<file path="src/design/mdsv_pkg.sv">
package mdsv_pkg;

	localparam int PAGE_BYTES  = 4096;
	localparam int MAX_MEMBERS = 256;

	// Wide enough to hold PAGE_BYTES itself, where the byte counter stops.
	localparam int OFF_W = $clog2(PAGE_BYTES + 1);

	localparam logic [31:0] SB_MAGIC      = 32'ha92b4efc;
	localparam logic [31:0] FEAT_RESHAPE  = 32'h0000_0004;
	localparam logic [31:0] FEAT_RECOVERY = 32'h0000_0010;
	localparam logic [31:0] MIN_CHUNK_RST = 32'd4096;

	localparam logic [OFF_W-1:0] OFF_MAGIC   = OFF_W'(12'h000);
	localparam logic [OFF_W-1:0] OFF_VERSION = OFF_W'(12'h004);
	localparam logic [OFF_W-1:0] OFF_FEATURE = OFF_W'(12'h008);
	localparam logic [OFF_W-1:0] OFF_SETID   = OFF_W'(12'h010);
	localparam logic [OFF_W-1:0] OFF_LEVEL   = OFF_W'(12'h048);
	localparam logic [OFF_W-1:0] OFF_LAYOUT  = OFF_W'(12'h04C);
	localparam logic [OFF_W-1:0] OFF_CHUNK   = OFF_W'(12'h058);
	localparam logic [OFF_W-1:0] OFF_DISKS   = OFF_W'(12'h05C);
	localparam logic [OFF_W-1:0] OFF_DATA    = OFF_W'(12'h080);
	localparam logic [OFF_W-1:0] OFF_DEVNUM  = OFF_W'(12'h0A0);
	localparam logic [OFF_W-1:0] OFF_EVENTS  = OFF_W'(12'h0C8);
	localparam logic [OFF_W-1:0] OFF_RESYNC  = OFF_W'(12'h0D0);
	localparam logic [OFF_W-1:0] OFF_ROLES   = OFF_W'(12'h100);
	localparam logic [OFF_W-1:0] PAGE_LIMIT  = OFF_W'(PAGE_BYTES);

	typedef enum logic [3:0] {
		ST_OK        = 4'd0,
		ST_MAGIC     = 4'd1,
		ST_VERSION   = 4'd2,
		ST_RESHAPE   = 4'd3,
		ST_RECOVERY  = 4'd4,
		ST_LEVEL     = 4'd5,
		ST_LAYOUT    = 4'd6,
		ST_UNSYNCED  = 4'd7,
		ST_DISKS     = 4'd8,
		ST_DEVNUM    = 4'd9,
		ST_ROLE      = 4'd10,
		ST_CHUNK     = 4'd11,
		ST_OFFSET    = 4'd12,
		ST_TRUNCATED = 4'd13
	} sb_status_t;

	typedef struct packed {
		logic [7:0] byte_value;
		logic       last_byte;
	} item_t;

	typedef struct packed {
		sb_status_t  status;
		logic [3:0]  array_level;
		logic [8:0]  member_count;
		logic [7:0]  member_role;
		logic [7:0]  near_count;
		logic [7:0]  far_count;
		logic        far_offset_flag;
		logic [31:0] chunk_bytes;
		logic [63:0] data_start_bytes;
		logic [63:0] event_count_out;
		logic [63:0] set_id_high;
		logic [63:0] set_id_low;
	} result_t;

	// Fields captured from one superblock page.
	typedef struct packed {
		logic [31:0] magic;
		logic [31:0] version;
		logic [31:0] feature;
		logic [63:0] set_hi;
		logic [63:0] set_lo;
		logic [31:0] level;
		logic [31:0] layout;
		logic [31:0] chunk;
		logic [31:0] disks;
		logic [63:0] data_off;
		logic [31:0] dev_slot;
		logic [63:0] events;
		logic [63:0] resync;
		logic [15:0] role;
	} sb_fields_t;

endpackage

</file>
<file path="src/design/md_superblock_validator_top.sv">
// Channel   Direction  Handshake                  Word
// item      in         item_valid / item_stall    item_t: byte_value, last_byte
// result    out        result_valid / result_stall result_t: status and topology
// cfg       in         cfg_valid / cfg_ready      min_chunk_bytes (32 bits)
//
// One byte is taken every cycle while item_stall is low. A word with last_byte set
// reaches result via the snapshot register, into which the byte is merged, and the
// result register, into which the snapshot is judged. Reset clears the byte counter
// and all captured fields and sets min_chunk_bytes to 4096. item_stall rises only
// while a finished result waits in the result register under result_stall and
// another last byte is already in the snapshot register.
module md_superblock_validator_top
	import mdsv_pkg::*;
(
	input  logic        clk,
	input  logic        arst_n,
	input  logic        item_valid,
	output logic        item_stall,
	input  item_t       item,
	output logic        result_valid,
	input  logic        result_stall,
	output result_t     result,
	input  logic        cfg_valid,
	output logic        cfg_ready,
	input  logic [31:0] cfg_data
);

	logic [31:0]       min_chunk_q;
	logic [OFF_W-1:0]  off_q;
	logic [OFF_W-1:0]  off_n;
	sb_fields_t        cap_q;
	sb_fields_t        cap_n;
	sb_fields_t        snap_s1;
	logic              trunc_s1;
	logic              valid_s1;
	logic              result_valid_q;
	result_t           result_q;
	result_t           result_d;
	logic              out_move;
	logic              item_acc;
	logic              capturing;
	logic [OFF_W-1:0]  role_rel;
	logic [7:0]        b;

	assign cfg_ready    = 1'b1;
	assign out_move     = !result_valid_q || !result_stall;
	assign item_stall   = valid_s1 && !out_move;
	assign item_acc     = item_valid && !item_stall;
	assign result_valid = result_valid_q;
	assign result       = result_q;

	assign b         = item.byte_value;
	assign capturing = off_q < PAGE_LIMIT;
	assign off_n     = capturing ? off_q + OFF_W'(1) : off_q;
	assign role_rel  = off_q - OFF_ROLES;

	// Merge the incoming byte into whichever field covers its offset.
	always_comb begin
		cap_n = cap_q;
		if (capturing) begin
			if (off_q[OFF_W-1:2] == OFF_MAGIC[OFF_W-1:2])
				cap_n.magic[{off_q[1:0], 3'b000} +: 8] = b;
			if (off_q[OFF_W-1:2] == OFF_VERSION[OFF_W-1:2])
				cap_n.version[{off_q[1:0], 3'b000} +: 8] = b;
			if (off_q[OFF_W-1:2] == OFF_FEATURE[OFF_W-1:2])
				cap_n.feature[{off_q[1:0], 3'b000} +: 8] = b;
			// The set identifier is kept big-endian within each half.
			if (off_q[OFF_W-1:4] == OFF_SETID[OFF_W-1:4]) begin
				if (off_q[3])
					cap_n.set_lo[{~off_q[2:0], 3'b000} +: 8] = b;
				else
					cap_n.set_hi[{~off_q[2:0], 3'b000} +: 8] = b;
			end
			if (off_q[OFF_W-1:2] == OFF_LEVEL[OFF_W-1:2])
				cap_n.level[{off_q[1:0], 3'b000} +: 8] = b;
			if (off_q[OFF_W-1:2] == OFF_LAYOUT[OFF_W-1:2])
				cap_n.layout[{off_q[1:0], 3'b000} +: 8] = b;
			if (off_q[OFF_W-1:2] == OFF_CHUNK[OFF_W-1:2])
				cap_n.chunk[{off_q[1:0], 3'b000} +: 8] = b;
			if (off_q[OFF_W-1:2] == OFF_DISKS[OFF_W-1:2])
				cap_n.disks[{off_q[1:0], 3'b000} +: 8] = b;
			if (off_q[OFF_W-1:3] == OFF_DATA[OFF_W-1:3])
				cap_n.data_off[{off_q[2:0], 3'b000} +: 8] = b;
			if (off_q[OFF_W-1:2] == OFF_DEVNUM[OFF_W-1:2])
				cap_n.dev_slot[{off_q[1:0], 3'b000} +: 8] = b;
			if (off_q[OFF_W-1:3] == OFF_EVENTS[OFF_W-1:3])
				cap_n.events[{off_q[2:0], 3'b000} +: 8] = b;
			if (off_q[OFF_W-1:3] == OFF_RESYNC[OFF_W-1:3])
				cap_n.resync[{off_q[2:0], 3'b000} +: 8] = b;
			// Each role slot is two bytes; only this device's slot is kept.
			if (off_q >= OFF_ROLES &&
			    cap_q.dev_slot == 32'(role_rel[OFF_W-1:1]))
				cap_n.role[{role_rel[0], 3'b000} +: 8] = b;
		end
	end

	always_ff @(posedge clk or negedge arst_n) begin
		if (!arst_n) begin
			min_chunk_q <= MIN_CHUNK_RST;
			off_q       <= '0;
			cap_q       <= '0;
			valid_s1    <= 1'b0;
		end else begin
			if (cfg_valid && cfg_ready)
				min_chunk_q <= cfg_data;
			if (item_acc) begin
				if (item.last_byte) begin
					off_q <= '0;
					cap_q <= '0;
				end else begin
					off_q <= off_n;
					cap_q <= cap_n;
				end
			end
			if (item_acc && item.last_byte)
				valid_s1 <= 1'b1;
			else if (out_move)
				valid_s1 <= 1'b0;
		end
	end

	always_ff @(posedge clk) begin
		if (item_acc && item.last_byte) begin
			snap_s1  <= cap_n;
			trunc_s1 <= off_n < PAGE_LIMIT;
		end
	end

	logic        lvl10;
	logic        lvl1;
	logic [31:0] chunk_b;
	logic [63:0] data_b;
	logic        disks_bad;
	sb_status_t  status_d;

	assign lvl10   = snap_s1.level == 32'd10;
	assign lvl1    = snap_s1.level == 32'd1;
	assign chunk_b = {snap_s1.chunk[22:0], 9'b0};
	assign data_b  = {snap_s1.data_off[54:0], 9'b0};

	always_comb begin
		if (lvl10)
			disks_bad = snap_s1.disks < 32'd4 || snap_s1.disks > 32'(MAX_MEMBERS) ||
			            snap_s1.disks[0];
		else
			disks_bad = snap_s1.disks != 32'd2;
	end

	// Checks in priority order; the first failure names the status.
	always_comb begin
		if (trunc_s1)
			status_d = ST_TRUNCATED;
		else if (snap_s1.magic != SB_MAGIC)
			status_d = ST_MAGIC;
		else if (snap_s1.version != 32'd1)
			status_d = ST_VERSION;
		else if ((snap_s1.feature & FEAT_RESHAPE) != '0)
			status_d = ST_RESHAPE;
		else if ((snap_s1.feature & FEAT_RECOVERY) != '0)
			status_d = ST_RECOVERY;
		else if (!lvl1 && !lvl10)
			status_d = ST_LEVEL;
		else if (lvl10 && (snap_s1.layout[7:0] != 8'd2 || snap_s1.layout[15:8] > 8'd1))
			status_d = ST_LAYOUT;
		else if (snap_s1.resync != '1)
			status_d = ST_UNSYNCED;
		else if (disks_bad)
			status_d = ST_DISKS;
		else if (snap_s1.dev_slot >= snap_s1.disks)
			status_d = ST_DEVNUM;
		else if (32'(snap_s1.role) >= snap_s1.disks)
			status_d = ST_ROLE;
		else if (lvl10 && (chunk_b == '0 || chunk_b < min_chunk_q))
			status_d = ST_CHUNK;
		else if (data_b == '0)
			status_d = ST_OFFSET;
		else
			status_d = ST_OK;
	end

	always_comb begin
		result_d.status           = status_d;
		result_d.array_level      = snap_s1.level[3:0];
		result_d.member_count     = snap_s1.disks[8:0];
		result_d.member_role      = snap_s1.role[7:0];
		result_d.near_count       = snap_s1.layout[7:0];
		result_d.far_count        = snap_s1.layout[15:8];
		result_d.far_offset_flag  = snap_s1.layout[16];
		result_d.chunk_bytes      = chunk_b;
		result_d.data_start_bytes = data_b;
		result_d.event_count_out  = snap_s1.events;
		result_d.set_id_high      = snap_s1.set_hi;
		result_d.set_id_low       = snap_s1.set_lo;
	end

	always_ff @(posedge clk or negedge arst_n) begin
		if (!arst_n) begin
			result_valid_q <= 1'b0;
		end else if (out_move) begin
			result_valid_q <= valid_s1;
		end
	end

	always_ff @(posedge clk) begin
		if (out_move && valid_s1)
			result_q <= result_d;
	end

	// A last byte always leaves a pending result behind it.
	a_last_pending: assert property (@(posedge clk) disable iff (!arst_n)
		item_acc && item.last_byte |=> valid_s1)
		else $error("last byte did not reach the snapshot stage");

	a_off_bound: assert property (@(posedge clk) disable iff (!arst_n)
		off_q <= PAGE_LIMIT)
		else $error("byte counter ran past the page");

	a_page_restart: assert property (@(posedge clk) disable iff (!arst_n)
		item_acc && item.last_byte |=> off_q == '0)
		else $error("byte counter not cleared after a page");

	a_result_moves: assert property (@(posedge clk) disable iff (!arst_n)
		valid_s1 && out_move |=> result_valid)
		else $error("pending result was lost");

endmodule

</file>
<file path="config.mk">
export PLATFORM = sky130hd
export DESIGN_NAME = md_superblock_validator_top
export DESIGN_NICKNAME = d
export VERILOG_FILES = /design/src/design/mdsv_pkg.sv /design/src/design/md_superblock_validator_top.sv
export SDC_FILE = /design/constraint.sdc
export NUM_CORES = 2
export LEC_CHECK = 0
export BUFFER_PORTS_ARGS = -buffer_cell sky130_fd_sc_hd__clkbuf_2
export CAP_MARGIN = 20
export CORE_MARGIN = 2
export CORE_UTILIZATION = 45
export DETAILED_ROUTE_END_ITERATION = 7
export GPL_TIMING_DRIVEN = 0
export PLACE_DENSITY = 0.64
export SYNTH_ARGS = -nofsm -noshare
export SYNTH_HDL_FRONTEND = slang
export SYNTH_SLANG_ARGS = --single-unit
</file>
<file path="constraint.sdc">
create_clock -name clk -period 23.7 [get_ports clk]
set_clock_uncertainty 0.05 [all_clocks]
set_input_delay 0 -clock clk [delete_from_list [all_inputs] [get_ports clk]]
set_output_delay 0 -clock clk [all_outputs]
set_load 0.02 [all_outputs]
</file>
**After elaboration in Yosys (flattened, before gate mapping)**

Index checks and enable logic that the tools add are counted.
W data, S select, Z words.

- Output and inout bits: 333
- Input bits: 46
- Register bits: 1484

- Bitwise operators: 1
- Muxes and demuxes: 48
- Eq/ne operators: 19
- $add $sub $neg: 6
- Shift operators: 8
- $lt $le $gt $ge: 9
- Reductions and logical operators: 24

Operator list:

| kind | count |
|---|---|
| $mux W592 | 2 |
| $bwmux W64 | 5 |
| $mux W64 | 5 |
| $bwmux W32 | 8 |
| $mux W32 | 8 |
| $mux W128 | 1 |
| $shift A8 B8 Y64 const A | 2 |
| $shiftx A8 B8 Y64 | 2 |
| $logic_not A64 Y1 | 1 |
| $ne A64 B64 Y1 const B | 1 |
| $mux W4 | 12 |
| $eq A11 B5 Y1 const B | 4 |
| $eq A32 B1 Y1 const B | 1 |
| $eq A32 B12 Y1 | 1 |
| $eq A32 B4 Y1 const B | 1 |
| $ge A16 B32 Y1 | 1 |
| $ge A32 B32 Y1 | 1 |
| $gt A32 B9 Y1 const B | 1 |
| $logic_not A32 Y1 | 1 |
| $lt A32 B3 Y1 const B | 1 |
| $lt A32 B32 Y1 | 1 |
| $ne A32 B1 Y1 const B | 1 |
| $ne A32 B2 Y1 const B | 1 |
| $ne A32 B32 Y1 const B | 1 |
| other kinds (29) | 52 |

**Logic depth before layout (Yosys ltp)**

- Depth after elaboration: 14
- Mapped depth: 11

**Worst setup path before layout**

No wires, ideal clock.

- Kind: reg-to-reg
- Start: register result_valid_q, in the netlist result_valid
- End: register result_q (netlist bit result[0]) (enable)
- Cell stages (with the launch flop): 2
- Clock period less this slack: 24.438 ns
- Path slack: -0.738 ns
- Required time: 22.184 ns
- Arrival time: 22.922 ns
- Setup time: 1.466 ns
- Path through: dfrtp_1 -> a21boi_0

- Longest elaborated chain between the ends: 3

Ends and longest elaborated chain:

| element | RTL line | text |
|---|---|---|
| start: declaration | md_superblock_validator_top.sv:36 | `logic result_valid_q;` |
| start signal: assignment | md_superblock_validator_top.sv:200 | `result_valid_q <= valid_s1;` |
| $logic_not A1 Y1 | md_superblock_validator_top.sv:46 | `assign out_move = !result_valid_q \|\| !result_stall;` |
| $logic_or A1 B1 Y1 | md_superblock_validator_top.sv:46 |  |
| $logic_and A1 B1 Y1 | md_superblock_validator_top.sv:205 | `if (out_move && valid_s1)` |
| end signal: assignment | md_superblock_validator_top.sv:206 | `result_q <= result_d;` |
| end: declaration | md_superblock_validator_top.sv:37 | `result_t result_q;` |

No other way between the ends.
A chain may end at the register's enable or synchronous reset.

==> results_dict.tcl <==
set metrics [dict create \
    setup_viol 0 \
    drtIter0Drc 4003 \
    grt_max_degree 138 \
    arrival_ns 4.92 \
    port_buffers 356 \
    r2r_slack_ns 19.44 \
    fp.dieArea_um2 127000 \
    worst_slew_pin_slew_ns 1.19 \
    syn_area_per_cell_um2 14.9 \
    cts.clk_slew.worst_paths_ns 0.06 \
    holdPathStages 4 \
    synth_area_um2 55800 \
    initial_utilization_pct 45.2 \
    hold_end "valid_s1" \
    drt-pass1-iter-count 6 \
    drtAntennaViolNets 0 \
    dr_total_vias 35859 \
    yosysWarnings 0 \
    ys_async_sr_fraction_pct 40.6 \
    ys_seq_area_share_pct 71.2 \
    cp_slowest_cell "nor3_1" \
    ys_top_cells_by_area "edfxtp_1 45%, dfrtp_1 26%, a22o_1 6.7%" \
    crit_fanout 10 \
    timing.final.ws_setup_ns 19.44 \
    grt_usage_pct 24.7 \
    core_um2 123000 \
    final_common_cell "edfxtp_1" \
    hold_viol_final 0 \
    min_from "result_stall" \
    rr_startpoint "off_q[0]" \
    p_per_area_nw_per_um2 82.6 \
    dp_hpwl_mm 105 \
    viasPerCell 5.77 \
    endpoint_kind "flop" \
    ctsResizeCount 0 \
    crit_chain "inv_1 > ha_1 > nor2_2 > nand4b_1 > nor3_1 > o32a_1 > a22o_1" \
    clk_path_buf_depth 3 \
    finalCriticalPeriod_ns 4.26 \
    synth_edf_count 842 \
    synthDominantCellAreaShare_pct 45.3 \
    grt_pass1_wl_mm 232 \
    place_ws_ns 19.18 \
    cts-htree-levels 4 \
    fillCellCount 9981 \
    nNetsFinal 4575 \
    grt-ovfl-total 0 \
    drc 0 \
    peakVddDrop_v 0.0000742 \
    setup_tns_ns 0 \
    setup.worst_path.start_class "flop" \
    critical_path_class "reg2reg" \
    synthCells 3755 \
    globalplace.congestion 0.908 \
    ys_seq_elements 1418 \
    area_delta_synth_final_pct 19.7 \
    std_cell_rows 129 \
    final_cell_mix "842 x edfxtp_1, 575 x dfrtp_1, 426 x a22o_1" \
    slew_violations 0 \
    slowest_delay_ns 0.93 \
    clock_sinks 1418 \
    die_w_um 356 \
    cts_buffers 149 \
    clock_latency_ns 0.79 \
    r2r_cells 7 \
    first_global_vias 35513 \
    ys_types 73 \
    yosys.area.top_type "edfxtp_1" \
    fin_total_pwr_mw 5.52 \
    cts_tree "yes" \
    min_path_type "in2reg" \
    die_h_um 356 \
    drive_gt1_share_pct 21.0 \
    drt-total-wl_mm 158 \
    root_buffer "clkbuf_16" \
    ios 379 \
    maxSlewHeadroom_pct 20.9 \
    power_leakage_nw 27.2 \
    synth_top_flop_cell "edfxtp_1" \
    max_freq_mhz 235 \
    finalCritPeriodShare_pct 18.0 \
    drv_cap 0 \
    crit_required_ns 24.36 \
    rsz0062_at_grt "false" \
    antenna_found_initial 11 \
    status "finished, final reports clean" \
    reg2reg_to "cap_q[177]" \
    avgRoutedWirePerCell_um 25.4 \
]
## repair_timing
action,4_1_cts,5_1_grt
hold buffers,128,1
buffers inserted,0,0
hold endpoints to repair,313,1
## final cells by class
type                       count  area [um2]  share of cell area (%)
timing repair buffer         523        3860                    5.78
sequential                  1418       39700                    59.5
inverter                      88         338                   0.506
tap                         1637        2050                    3.07
antenna                        5        12.5                  0.0187
clock inverter                61         701                    1.05
clock buffer                 215        4280                    6.40
buffer                       229         941                    1.41
multi-input combinational   2037       14900                    22.3
## Yosys cell counts, drive strengths merged, types with 5 or more instances
master and number:
edfxtp 842, dfrtp 575, a22o 426, nand2 409
mux2 301, o21ai 274, clkbuf 194, inv 88
ha 83, nor2 68, nor4 59, o2bb2ai 48
o32a 48, nand4 43, a21oi 40, buf 35
nor3 28, and2 24, nand3 21, nand2b 17
mux2i 15, and3 10, nor2b 10, xnor2 10
a22oi 7, and4 7, a21o 6, a31oi 6
a21boi 5, nand4b 5, nor4b 5, or4 5
## power by group
part           switching (mW)  total (mW)  internal (mW)
clock                   0.984        2.39           1.40
combinational           0.301       0.397         0.0962
sequential             0.0335        2.73           2.70
total                    1.32        5.52           4.20
## state kept, by name (all words and copies together) (netlist names)
name          flops
result          312
min_chunk_q      32
chunk_b          23
snap_s1         221
off_q            13
cap_q           529
valid_s1          1
data_b           55
trunc_s1          1
result_d        230
result_valid      1
## metrics by stage
step	util, %	cell area (um2)	std cells	hold WS, ns
2_1_floorplan	-	55800	3772	-0.346
3_3_place_gp	48.4	59700	5765	0.166
3_5_place_dp	48.9	60400	5795	-0.142
4_1_cts	54.0	66600	6199	0.0478
5_1_grt	54.1	66700	6209	0.0976
6_report	54.1	66800	6213	0.128
## routing by layer
layer	wire length (um)	global-route usage [%]	part of all wire [%]
met1	67100	35.1	43
met2	72800	37.8	46
met3	13100	5.17	8.3
met4	4470	8.85	2.8
met5	13	0	0.0083
## cells by family after synthesis
| family | synth area share [%] |
|---|---|
| flops | 71.2 |
| compound gates | 11.8 |
| simple gates | 6.19 |
| buf+inv | 2.28 |
| mux | 6.50 |
| fa+ha+maj | 1.86 |
| xor+xnor | 0.204 |
| other cells | 0.0135 |
## worst max-delay path, delay by kind of cell (launching register included)
family,cells,cell delay (ns)
flops,1,0.59
fa+ha+maj,1,0.46
compound gates,2,0.49
buf+inv,1,0.30
simple gates,3,2.28
## worst max-delay path by stage
stage / startpoint / to / slack [ns] / depth (start not counted)
after floorplan: result_valid / result[0] / 7.46 / 1
after global placement: result_valid / result[285] / -0.55 / 1
after detailed placement: result_valid / cap_q[122] / 19.18 / 7
after CTS: result_valid / cap_q[124] / 19.15 / 7
after global routing: off_q[0] / cap_q[177] / 19.22 / 7
final: off_q[0] / cap_q[177] / 19.44 / 7
No activity file was read; power rests on OpenSTA's default activity.
